### config.mk
export PLATFORM = sky130hd
export DESIGN_NAME = key_matrix_hid_report_builder
export DESIGN_NICKNAME = d
export VERILOG_FILES = /design/src/rtl/kmhid_pkg.sv /design/src/rtl/kmhid_acc.sv /design/src/rtl/key_matrix_hid_report_builder.sv
export VERILOG_INCLUDE_DIRS = /design/src /design/src/rtl
export SDC_FILE = /design/constraint.sdc
export NUM_CORES = 1
export LEC_CHECK = 0
export ABC_AREA = 1
export BUFFER_PORTS_ARGS = -buffer_cell sky130_fd_sc_hd__buf_2
export CAP_MARGIN = 30
export CELL_PAD_IN_SITES_DETAIL_PLACEMENT = 1
export CELL_PAD_IN_SITES_GLOBAL_PLACEMENT = 1
export CORE_MARGIN = 1.5
export CORE_UTILIZATION = 37
export CTS_BUF_LIST = sky130_fd_sc_hd__clkbuf_4
export DETAILED_ROUTE_END_ITERATION = 10
export HOLD_SLACK_MARGIN = 0.03
export PLACE_DENSITY_LB_ADDON = 0.08
export SLEW_MARGIN = 20
export SYNTH_ARGS = -nofsm -noshare
export SYNTH_HDL_FRONTEND = slang
export SYNTH_SLANG_ARGS = --single-unit
### constraint.sdc
create_clock -name clk -period 8.55 [get_ports clk]
set_clock_uncertainty 0.15 [all_clocks]
set_input_delay 1.71 -clock clk [delete_from_list [all_inputs] [get_ports clk]]
set_output_delay 1.71 -clock clk [all_outputs]
set_load 0.02 [all_outputs]
### src/rtl/key_matrix_hid_report_builder_defines.svh
// assertion macros for the key matrix report builder
`ifndef KEY_MATRIX_HID_REPORT_BUILDER_DEFINES_SVH
`define KEY_MATRIX_HID_REPORT_BUILDER_DEFINES_SVH

// condition must hold in the same cycle
`define KMHID_ASSERT_NOW(label, ante, cons, msg) \
  label: assert property (@(posedge clk) disable iff (!rst_n) (ante) |-> (cons)) \
    else $error(msg);

// condition must hold in the next cycle
`define KMHID_ASSERT_NEXT(label, ante, cons, msg) \
  label: assert property (@(posedge clk) disable iff (!rst_n) (ante) |=> (cons)) \
    else $error(msg);

`endif

### src/rtl/kmhid_pkg.sv
// shared types and constants for the key matrix report builder
package kmhid_pkg;

  localparam int          SLOT_FIELDS = 6;
  localparam int          CODE_W      = 8;
  localparam int          COUNT_W     = 3;
  localparam logic [7:0]  KEY_NONE    = 8'h00;
  localparam logic [7:0]  MOD_FIRST   = 8'hE0;
  localparam logic [7:0]  MOD_LAST    = 8'hE7;
  localparam logic [7:0]  MOD_MASK    = 8'b0000_1111;
  localparam logic [7:0]  MOD_ONE     = 8'h01;

  typedef logic [CODE_W-1:0]  code_t;
  typedef logic [COUNT_W-1:0] count_t;
  typedef code_t              slots_t [SLOT_FIELDS];

  // control from the sequencer to the accumulator
  typedef struct packed {
    logic add;
    logic clear;
  } acc_ctrl_t;

endpackage

### src/rtl/kmhid_acc.sv
// report accumulator: slot fill, modifier bits and key count
module kmhid_acc #(
  parameter int ROLLOVER = 6
) (
  input  logic                clk,
  input  logic                rst_n,
  input  kmhid_pkg::acc_ctrl_t ctrl,
  input  kmhid_pkg::code_t    code,
  output kmhid_pkg::code_t    modifier,
  output kmhid_pkg::slots_t   slots,
  output kmhid_pkg::count_t   count
);
  import kmhid_pkg::*;

  code_t  modifier_r, modifier_nxt;
  slots_t slots_r, slots_nxt;
  count_t count_r, count_nxt;
  logic   full;
  logic   take;
  logic   is_mod;

  // slot availability and modifier range check
  assign full   = (32'(count_r) >= ROLLOVER) || (32'(count_r) >= SLOT_FIELDS);
  assign take   = ctrl.add && (code != KEY_NONE) && !full;
  assign is_mod = (code >= MOD_FIRST) && (code <= MOD_LAST);

  // next accumulation, clear wins
  always_comb begin
    modifier_nxt = modifier_r;
    slots_nxt    = slots_r;
    count_nxt    = count_r;
    if (ctrl.clear) begin
      modifier_nxt = KEY_NONE;
      for (int i = 0; i < SLOT_FIELDS; i++) begin
        slots_nxt[i] = KEY_NONE;
      end
      count_nxt = '0;
    end else if (take) begin
      if (is_mod) begin
        modifier_nxt = modifier_r | (MOD_ONE << (code & MOD_MASK));
      end
      slots_nxt[count_r] = code;
      count_nxt          = count_r + count_t'(1);
    end
  end

  // accumulator registers
  always_ff @(posedge clk) begin
    if (!rst_n) begin
      modifier_r <= KEY_NONE;
      for (int i = 0; i < SLOT_FIELDS; i++) begin
        slots_r[i] <= KEY_NONE;
      end
      count_r <= '0;
    end else begin
      modifier_r <= modifier_nxt;
      slots_r    <= slots_nxt;
      count_r    <= count_nxt;
    end
  end

  assign modifier = modifier_r;
  assign slots    = slots_r;
  assign count    = count_r;

endmodule

### src/rtl/key_matrix_hid_report_builder.sv
// top level: key map store, column walk sequencer and report output register
// load item: accepted while idle, in_tready stays high
// row sample: walks min(COLUMNS,4) columns in S_WALK, then S_TAIL, before ready; one key map read per cycle
// last row sample: then S_EMIT loads the report, held while out_tvalid waits
//   on out_tready; the result item is valid the cycle after, the next item may enter
// reset: synchronous, active low; clears sequencer state, accumulator and out_tvalid, not the map
`include "key_matrix_hid_report_builder_defines.svh"

module key_matrix_hid_report_builder #(
  parameter int ROWS     = 4,
  parameter int COLUMNS  = 4,
  parameter int ROLLOVER = 6
) (
  input  logic        clk,
  input  logic        rst_n,
  input  logic        in_tvalid,
  output logic        in_tready,
  input  logic [15:0] in_tdata,  // row_index, column_index, map_code, column_bits
  input  logic        in_tuser,  // action
  output logic        out_tvalid,
  input  logic        out_tready,
  output logic [63:0] out_tdata  // report_modifier, slot_zero..slot_five, key_count
);
  import kmhid_pkg::*;

  localparam int COL_BITS  = 4;
  localparam int WALK      = (COLUMNS < COL_BITS) ? COLUMNS : COL_BITS;
  localparam int CW        = $clog2(WALK + 1);
  localparam int MAP_DEPTH = ROWS * COLUMNS;
  localparam int MAP_AW    = (MAP_DEPTH > 1) ? $clog2(MAP_DEPTH) : 1;

  localparam logic ACT_LOAD   = 1'b0;
  localparam logic ACT_SAMPLE = 1'b1;

  localparam logic [1:0] S_IDLE = 2'd0;
  localparam logic [1:0] S_WALK = 2'd1;
  localparam logic [1:0] S_TAIL = 2'd2;
  localparam logic [1:0] S_EMIT = 2'd3;

  logic [1:0]          state_r, state_nxt;
  logic [1:0]          row_r, row_nxt;
  logic [COL_BITS-1:0] bits_r, bits_nxt;
  logic [CW-1:0]       col_r, col_nxt;
  logic                hit_r, hit_nxt;
  code_t               rd_r;
  logic                out_tvalid_r, out_tvalid_nxt;
  logic [63:0]         out_tdata_r, out_tdata_nxt;

  code_t               map_mem [MAP_DEPTH];

  logic                in_fire;
  logic [1:0]          in_row;
  logic [1:0]          in_col;
  code_t               in_code;
  logic [COL_BITS-1:0] in_bits;
  logic                row_ok;
  logic                col_ok;
  logic                load_we;
  logic [MAP_AW-1:0]   wr_addr;
  logic [MAP_AW-1:0]   rd_addr;
  logic                emit;
  logic                out_free;
  acc_ctrl_t           acc_ctrl;
  code_t               acc_modifier;
  slots_t              acc_slots;
  count_t              acc_count;

  // input unpacking
  assign in_row  = in_tdata[1:0];
  assign in_col  = in_tdata[3:2];
  assign in_code = in_tdata[11:4];
  assign in_bits = in_tdata[15:12];

  assign in_tready = (state_r == S_IDLE);
  assign in_fire   = in_tvalid && in_tready;
  assign row_ok    = (32'(in_row) < ROWS);
  assign col_ok    = (32'(in_col) < COLUMNS);
  assign load_we   = in_fire && (in_tuser == ACT_LOAD) && row_ok && col_ok;

  // key map addressing
  assign wr_addr = MAP_AW'(32'(in_row) * COLUMNS + 32'(in_col));
  assign rd_addr = MAP_AW'(32'(row_r) * COLUMNS + 32'(col_r));

  // key map store, registered read
  always_ff @(posedge clk) begin
    if (load_we) begin
      map_mem[wr_addr] <= in_code;
    end
    rd_r <= map_mem[rd_addr];
  end

  assign out_free = !out_tvalid_r || out_tready;
  assign emit     = (state_r == S_EMIT) && out_free;

  // accumulator control
  assign acc_ctrl.add   = hit_r;
  assign acc_ctrl.clear = emit;

  kmhid_acc #(
    .ROLLOVER (ROLLOVER)
  ) u_acc (
    .clk      (clk),
    .rst_n    (rst_n),
    .ctrl     (acc_ctrl),
    .code     (rd_r),
    .modifier (acc_modifier),
    .slots    (acc_slots),
    .count    (acc_count)
  );

  // sequencer
  always_comb begin
    state_nxt = state_r;
    row_nxt   = row_r;
    bits_nxt  = bits_r;
    col_nxt   = col_r;
    hit_nxt   = 1'b0;
    case (state_r)
      S_IDLE: begin
        if (in_fire && (in_tuser == ACT_SAMPLE) && row_ok) begin
          row_nxt   = in_row;
          bits_nxt  = in_bits;
          col_nxt   = '0;
          state_nxt = S_WALK;
        end
      end
      S_WALK: begin
        // read entry of col_r now, its pressed flag lines up with the read data
        hit_nxt  = bits_r[0];
        bits_nxt = bits_r >> 1;
        col_nxt  = col_r + CW'(1);
        if (32'(col_r) == WALK - 1) begin
          state_nxt = S_TAIL;
        end
      end
      S_TAIL: begin
        if (32'(row_r) == ROWS - 1) begin
          state_nxt = S_EMIT;
        end else begin
          state_nxt = S_IDLE;
        end
      end
      S_EMIT: begin
        if (out_free) begin
          state_nxt = S_IDLE;
        end
      end
      default: begin
        state_nxt = S_IDLE;
      end
    endcase
  end

  // output register
  always_comb begin
    out_tvalid_nxt = out_tvalid_r;
    out_tdata_nxt  = out_tdata_r;
    if (out_tvalid_r && out_tready) begin
      out_tvalid_nxt = 1'b0;
    end
    if (emit) begin
      out_tvalid_nxt = 1'b1;
      out_tdata_nxt  = {5'b0, acc_count, acc_slots[5], acc_slots[4], acc_slots[3],
                        acc_slots[2], acc_slots[1], acc_slots[0], acc_modifier};
    end
  end

  // control and payload registers
  always_ff @(posedge clk) begin
    if (!rst_n) begin
      state_r      <= S_IDLE;
      hit_r        <= 1'b0;
      out_tvalid_r <= 1'b0;
    end else begin
      state_r      <= state_nxt;
      hit_r        <= hit_nxt;
      out_tvalid_r <= out_tvalid_nxt;
    end
    row_r       <= row_nxt;
    bits_r      <= bits_nxt;
    col_r       <= col_nxt;
    out_tdata_r <= out_tdata_nxt;
  end

  assign out_tvalid = out_tvalid_r;
  assign out_tdata  = out_tdata_r;

  // checks
  `KMHID_ASSERT_NOW(a_acc_count_max, 1'b1, 32'(acc_count) <= ROLLOVER, "key count above rollover")
  `KMHID_ASSERT_NEXT(a_emit_clears, emit, (acc_count == '0) && out_tvalid_r, "emit not done")
  `KMHID_ASSERT_NOW(a_add_walk, hit_r, (state_r == S_WALK) || (state_r == S_TAIL), "stray add")

endmodule

==> results of run 1 <==
[stage by stage]
stage	hold WS, ns	instance area, µm²	util
floorplan	0.258	10700	-
global placement	0.261	11400	0.405
detailed placement	0.268	11400	0.406
CTS	0.279	12300	0.437
global route	0.288	12300	0.438
finish	0.273	12300	0.438
[how the worst max path moves through the flow]
stage                     slack [ns]           endpoint  depth (start not counted)
after detailed placement        4.58  u_acc.modifier[3]                          7
final                           5.24          in_tready                          2
after CTS                       5.19          in_tready                          2
after global routing            5.12  u_acc.modifier[3]                          7
after global placement          4.12     u_acc.count[2]                          7
after floorplan                 3.18     u_acc.count[1]                          6
[routing by layer]
layer,vias to the layer above,GRT usage,wire length (µm),part of all wire
li1,3697,-,-,-
met1,3529,0.218,11300,0.44
met2,160,0.291,12300,0.48
met3,59,0.0352,1070,0.042
met4,0,0.0739,779,0.031
met5,-,0,0,0
[state kept, by name, indices dropped and copies added, names as in the netlist, 2 cells and up]
signal,cells
u_acc.slots,48
row_r,2
rd_r,8
state_r,2
u_acc.modifier,8
map_mem,128
bits_r,4
out_tdata,59
col_r,3
u_acc.count,3
[kinds of logic after synthesis]
group                      synth area share
and+or+nand+nor                       0.201
other                              0.000352
xor gates and xnor gates            0.00165
AOI/OAI and AO/OA                    0.0357
buffers and inverters                0.0701
adders and majority gates           0.00470
DFF                                   0.686
[placed cells by master, fill, tap and decap left out, types with 7 or more instances in the layout]
cell      Yosys  routed
nand2_1     172     172
dfxtp_1      71      71
nand3_1      59      59
buf_4         5       8
o21ai_0      57      57
nor2_1      206     204
edfxtp_1    196     196
nor2_2        7       7
nand4_1      56      56
clkbuf_4      0      99
a21oi_1      11      11
inv_2         7       9
inv_1       127     127
buf_2        11      82
clkinv_1      1      21
[area by class of cell]
type / instances / area share
Timing Repair Buffer: 92 / 0.0417
Sequential cell: 267 / 0.594
Antenna cell: 1 / 0.000203
Clock buffer: 99 / 0.0604
Inverter: 135 / 0.0412
Clock inverter: 26 / 0.0104
Multi-Input combinational cell: 588 / 0.214
Tap cell: 378 / 0.0385
[where the power goes]
group          internal [mW]  switching [mW]  total, mW  leakage, nW
Combinational         0.0634           0.192      0.256         1.95
Clock                  0.566           0.512       1.08        0.521
Sequential              1.41          0.0125       1.42         2.36
Total                   2.04           0.717       2.76         4.83
==> impl_metrics.tcl, run 1 <==
set metrics [dict create \
    port_buffers 81 \
    r2r-end "map_mem[11][4]" \
    finalNonFillerCells 1586 \
    dp_slack_ns 4.58 \
    routed-via-count 7445 \
    cpLargestDelayFamily "flip-flops" \
    slew_viol_final 0 \
    synth_top_area_frac 0.553 \
    yosysMostFrequentCell "nor2_1" \
    worst_pin_slew_ns 0.837 \
    grt_antenna_before_repair 1 \
    die_y_um 173 \
    final_antenna_net_count 0 \
    worst-r2r-cell-count 5 \
    synth.distinct_cells 27 \
    routed_via_density 4.69 \
    cts_htree_levels 3 \
    numCtsBuffers 73 \
    initial_utilization 0.379 \
    io_pins 87 \
    yosysTopAreaCell "edfxtp_1" \
    rr_startpoint "state_r[1]" \
    crit_path_max_fanout 4 \
    ctsHoldBuffers 0 \
    post_cts_resized 0 \
    first_global_vias 7498 \
    wl_per_cell_um 16.1 \
    row_count 61 \
    dp_hpwl_mm 16.0 \
    netlist_instances 1033 \
    p_leak_nw 4.83 \
    fmax_mhz 303 \
    ys_top_cells_by_count "nor2_1, edfxtp_1, nand2_1, inv_1, dfxtp_1" \
    yosysWarnings 0 \
    max-slew-margin-rel 0.440 \
    min_path_type "register to register" \
    finalHoldViolCount 0 \
    clockBufferDepth 3 \
    synth.area.top_cells "edfxtp_1, dfxtp_1, nor2_1, nand2_1, inv_1" \
    grt_usage 0.174 \
    hold-path-endpoint "out_tdata[29]" \
    syn_area_mm2 0.0107 \
    crit_path_cell_trace "nor2_1 > buf_2" \
    syn-mean-instance-area_um2 10.3 \
    finalSetupViolCount 0 \
    yosysSeqAreaShare 0.686 \
    first_pass_iters 4 \
    critical_path.startpoint "state_r[1]" \
    period_share 0.387 \
    arrival_ns 1.45 \
    status "complete, no violations" \
    endpoint_kind "primary output" \
    cap_violations 0 \
    fillers 3244 \
    rsz0062_at_grt "no" \
    hp-start "u_acc.slots[29]" \
    die_w_um 173 \
    ys_ff_latch 267 \
    cp.buffers_inverters 1 \
    dpl.cell_count 1459 \
    syn2layout_area_growth_pct 15.5 \
    slowest_stage "dfxtp_1" \
    cts_num_sinks 267 \
    cts_tree "built" \
    startpoint_type "register" \
    core_area_mm2 0.0281 \
    powerDensity_mw_per_mm2 224 \
    ff2ff_setup_slack_ns 5.90 \
    setup_tns_ns 0 \
    async_reset_ff_frac 0 \
    gp_congestion 0.772 \
    clk_pin_slew_ns 0.06 \
    required_ns 6.69 \
    dieArea_mm2 0.0298 \
    synthFlopType "edfxtp_1" \
    clk_latency_ns 0.65 \
    grt_overflow 0 \
    grt_pass1_wl_mm 40.6 \
    cp_slowest_stage_delay_ns 0.32 \
    drtIter0Drc 303 \
    peakVddDrop_v 0.000106 \
    crit_type "register to primary output" \
    root_buffer "clkbuf_4" \
    finalPower_mw 2.76 \
    multi_input_area_mm2 0.00263 \
    drive_above_1_share 0.181 \
    min_path_cells 0 \
    seq_area_mm2 0.00731 \
    synth_edf_count 196 \
    post_cts_buffers 0 \
    drcViolationCount 0 \
    period_needed_ns 3.31 \
    grt_max_degree 65 \
    nets 1182 \
    setup_slack_ns 5.24 \
    drt-total-wl_mm 25.5 \
]
No activity file was read; power rests on OpenSTA's default activity.
==> inputs of run 2 (changes only) <==
clock period = 3.4 ns   (was 8.55 ns; I/O delays follow)
==> run 2 against run 1 <==
Utilization grew 0.37 points. Routed wire length up 0.84%. Cell count grew 0.25%. Register-to-register slack got worse by 4.9 ns. Highest routed layer unchanged.
==> impl_metrics.tcl, run 2 (synthesis results as in run 1) <==
set metrics [dict create \
    status "complete, no violations" \
    gp_congestion 0.837 \
    numCtsBuffers 72 \
    slowest_stage "nor2_1" \
    cts_num_sinks 267 \
    grt_usage 0.175 \
    drcViolationCount 0 \
    port_buffers 81 \
    io_pins 87 \
    routed-via-count 7334 \
    p_leak_nw 4.89 \
    fmax_mhz 417 \
    cpLargestDelayFamily "simple AND/OR/NAND/NOR gates" \
    cap_violations 0 \
    arrival_ns 2.51 \
    crit_path_cell_trace "nor2_1 > nand2_1 > nor2_1 > nand3_1 > nor2_1" \
    ctsHoldBuffers 0 \
    drtIter0Drc 269 \
    min_path_cells 3 \
    finalHoldViolCount 0 \
    endpoint_kind "register" \
    finalPower_mw 7.22 \
    grt_max_degree 67 \
    dp_hpwl_mm 16.7 \
    drive_above_1_share 0.192 \
    core_area_mm2 0.0281 \
    crit_path_max_fanout 8 \
    top_register "map_mem" \
    grt_pass1_wl_mm 40.9 \
    first_global_vias 7545 \
    die_y_um 173 \
    ff2ff_setup_slack_ns 1.00 \
    worst-r2r-cell-count 5 \
    cpMostUsedCell "nor2_1" \
    final_antenna_net_count 0 \
    hold-path-endpoint "hit_r" \
    cp_slowest_stage_delay_ns 0.59 \
    clk_pin_slew_ns 0.06 \
    hp-start "rst_n" \
    powerDensity_mw_per_mm2 582 \
    initial_utilization 0.379 \
    setup_tns_ns 0 \
    cts_htree_levels 3 \
    clk_latency_ns 0.66 \
    clockBufferDepth 3 \
    period_needed_ns 2.40 \
    worst_pin_slew_ns 0.793 \
    r2r-end "map_mem[4][2]" \
    cts_tree "built" \
    grt_antenna_before_repair 1 \
    wl_per_cell_um 16.2 \
    required_ns 3.52 \
    finalSetupViolCount 0 \
    peakVddDrop_v 0.000236 \
    grt_overflow 0 \
    fillers 3236 \
    row_count 61 \
    nets 1183 \
    period_share 0.705 \
    cp.buffers_inverters 0 \
    root_buffer "clkbuf_4" \
    largest_reg_flops 128 \
    post_cts_resized 0 \
    rsz0062_at_grt "no" \
    rr_startpoint "state_r[0]" \
    crit_type "register to register" \
    syn2layout_area_growth_pct 16.5 \
    first_pass_iters 4 \
    startpoint_type "register" \
    max-slew-margin-rel 0.471 \
    slew_viol_final 0 \
    routed_via_density 4.61 \
    post_cts_buffers 0 \
    layout_commonest_cell "nor2_1" \
    final_cell_mix "nor2_1, edfxtp_1, nand2_1" \
    min_path_type "input pin to register" \
    drt-total-wl_mm 25.7 \
    dieArea_mm2 0.0298 \
    die_w_um 173 \
]
==> run 2: cell types whose count changed in the layout (fill, tap and decap cells not counted), sizes merged <==
| cell | before | now |
|---|---|---|
| buf | 92 | 94 |
| inv | 136 | 135 |
| clkinvlp | 0 | 1 |
| bufinv | 1 | 3 |
| clkbuf | 99 | 109 |
| clkinv | 24 | 14 |
==> run 2: where the power goes <==
group / total, mW / internal, mW / switching, mW
clock: 2.99 / 1.69 / 1.30
combinational: 0.649 / 0.163 / 0.487
sequential: 3.58 / 3.55 / 0.0310
total: 7.22 / 5.40 / 1.82
==> run 2: worst register-to-register path, delay by kind of cell (launching register included) <==
kind	cells	cell delay, ns
flops	1	0.33
simple gates	5	1.55
==> run 2: area by class of cell <==
cell class / count / area, µm² / area share
flip-flops and latches: 267 / 7310 / 0.589
diodes: 1 / 2.50 / 0.000202
multi-input cells: 588 / 2630 / 0.212
repair buffers: 94 / 515 / 0.0416
clock buffers: 109 / 818 / 0.0660
clock inverters: 18 / 154 / 0.0124
inverters: 135 / 507 / 0.0409
well taps: 378 / 473 / 0.0381
==> run 2: worst max path at each step <==
stage | slack [ns] | startpoint | depth (start not counted) | to
6_report | 1.00 | state_r[0] | 5 | map_mem[4][2]
5_1_grt | 0.70 | state_r[0] | 5 | map_mem[0][3]
4_1_cts | 0.94 | state_r[0] | 5 | map_mem[4][2]
3_5_place_dp | 0.73 | in_tvalid | 5 | map_mem[12][4]
3_3_place_gp | 0.78 | in_tvalid | 5 | map_mem[8][1]
2_1_floorplan | 0.17 | out_tready | 6 | u_acc.count[1]
==> run 2: layer usage <==
| layer | GRT usage | routed length [µm] |
|---|---|---|
| met1 | 0.228 | 11600 |
| met2 | 0.286 | 12200 |
| met3 | 0.0345 | 1290 |
| met4 | 0.0717 | 648 |
| met5 | 0 | 0 |
==> run 2: metrics by stage <==
stage	utilization	worst slack [ns]	cells	cell area, µm²	hold WS, ns
after floorplan	-	0.172	1037	10700	0.258
after global placement	0.406	0.779	1461	11400	0.265
after detailed placement	0.406	0.730	1461	11400	0.265
after CTS	0.441	0.936	1588	12400	0.0849
after global routing	0.442	0.703	1590	12400	0.103
final	0.442	1.00	1590	12400	0.144
==> inputs of run 3 (changes only) <==
clock period = 2.34 ns   (was 3.4 ns; I/O delays follow)
==> run 3 against run 2 <==
Clock power rose by 44%. Combinational power is 56% higher. Largest power group unchanged. Design area up 2.8%. Flip-flop and latch count is the same. Cell count up 2.4%. Worst setup slack lost 0.78 ns. Die area unchanged.
==> impl_metrics.tcl, run 3 (synthesis results as in run 1) <==
set metrics [dict create \
    drcViolationCount 0 \
    cpLargestDelayFamily "simple AND/OR/NAND/NOR gates" \
    p_leak_nw 5.10 \
    whs_ns 0.0961 \
    routed_via_density 4.64 \
    status "complete, no violations" \
    cts_num_sinks 267 \
    crit_path_max_fanout 8 \
    die_w_um 173 \
    finalSetupViolCount 0 \
    setup_slack_ns 0.225 \
    cts_tree "built" \
    min_path_type "input pin to register" \
    final_antenna_net_count 0 \
    finalHoldViolCount 0 \
    arrival_ns 2.30 \
    gp_congestion 0.863 \
    cp.buffers_inverters 1 \
    clk_pin_slew_ns 0.06 \
    dpl_cell_area_mm2 0.0117 \
    rsz0062_at_grt "yes" \
    finish.instance_area_mm2 0.0128 \
    grt_max_degree 65 \
    worst_pin_slew_ns 0.540 \
    period_share 0.904 \
    row_count 61 \
    cts_htree_levels 3 \
    routed-via-count 7559 \
    first_global_vias 7739 \
    cap_violations 0 \
    core_area_mm2 0.0281 \
    required_ns 2.53 \
    dieArea_mm2 0.0298 \
    top_register "map_mem" \
    clockBufferDepth 3 \
    peakVddDrop_v 0.000346 \
    max-slew-margin-rel 0.639 \
    largest_reg_flops 128 \
    final_cell_mix "nor2_1, edfxtp_1, nand2_1" \
    grt_pass1_wl_mm 42.0 \
    nets 1222 \
    post_cts_resized 0 \
    grt_usage 0.181 \
    drive_above_1_share 0.211 \
    period_needed_ns 2.12 \
    slowest_stage "dfxtp_1" \
    cp_slowest_stage_delay_ns 0.34 \
    grt_antenna_before_repair 1 \
    syn2layout_area_growth_pct 19.7 \
    clk_latency_ns 0.66 \
    layout_commonest_cell "nor2_1" \
    grt_overflow 0 \
    wl_per_cell_um 16.3 \
    drtIter0Drc 274 \
    powerDensity_mw_per_mm2 826 \
    slew_viol_final 0 \
    die_y_um 173 \
    numCtsBuffers 72 \
    finalPower_mw 10.5 \
    first_pass_iters 5 \
    crit_type "register to register" \
    io_pins 87 \
    dp_slack_ns 0.181 \
    fmax_mhz 473 \
    port_buffers 81 \
    startpoint_type "register" \
    root_buffer "clkbuf_4" \
    crit_path_cell_trace "nor2_1 > nand2_1 > nor2_1 > nand3_1 > nor2_1 > buf_4" \
    dp_hpwl_mm 17.4 \
    cpMostUsedCell "nor2_1" \
    initial_utilization 0.379 \
    drt-total-wl_mm 26.5 \
    endpoint_kind "register" \
]
[run 3: path summary, 6_finish.rpt]
kind	start	to	slack [ns]	cells past startpoint
worst max-delay path	state_r[0]	map_mem[0][0]	0.22	6
worst min-delay path	in_tuser	row_r[0]	0.1	3
worst max register to register	state_r[0]	map_mem[0][0]	0.22	6
worst min register to register	u_acc.modifier[4]	out_tdata[4]	0.25	0
[run 3: layer usage]
layer / track usage / routed length [µm] / up-vias
met2: 0.302 / 12800 / 178
met5: 0 / 0 / -
met4: 0.0699 / 611 / 0
met1: 0.230 / 11800 / 3563
li1: - / - / 3766
met3: 0.0409 / 1190 / 52
[run 3: worst register-to-register path: stages (launching register included)]
cell and delay (ns):
dfxtp_1 0.34, nor2_1 0.20, nand2_1 0.12, nor2_1 0.29
nand3_1 0.33, nor2_1 0.19, buf_4 0.19
[run 3: what timing repair did]
action                                  CTS  global route
endpoints found under the setup margin    0            24
hold endpoints to repair                 10             0
hold buffers                              8             0
buffers inserted                          0             0
[run 3: report_power, final]
part | switching (mW) | total [mW] | internal [mW] | leakage (nW)
Clock | 1.86 | 4.32 | 2.47 | 0.575
Sequential | 0.0486 | 5.20 | 5.15 | 2.36
Combinational | 0.723 | 1.01 | 0.285 | 2.16
Total | 2.63 | 10.5 | 7.90 | 5.10
[run 3: final cells by class]
| class | count | area (µm²) |
|---|---|---|
| antenna | 1 | 2.50 |
| multi-input combinational | 588 | 2630 |
| timing repair buffer | 133 | 866 |
| tap | 378 | 473 |
| inverter | 135 | 507 |
| clock inverter | 16 | 144 |
| clock buffer | 110 | 826 |
| sequential | 267 | 7310 |
| fill | 3245 | 15300 |
[run 3: through the flow]
step,std cells,utilization,TNS (ns)
6_report,1628,0.454,0
3_3_place_gp,1493,0.417,0
5_1_grt,1628,0.454,-0.219
3_5_place_dp,1493,0.417,0
4_1_cts,1627,0.454,0
2_1_floorplan,1037,-,0
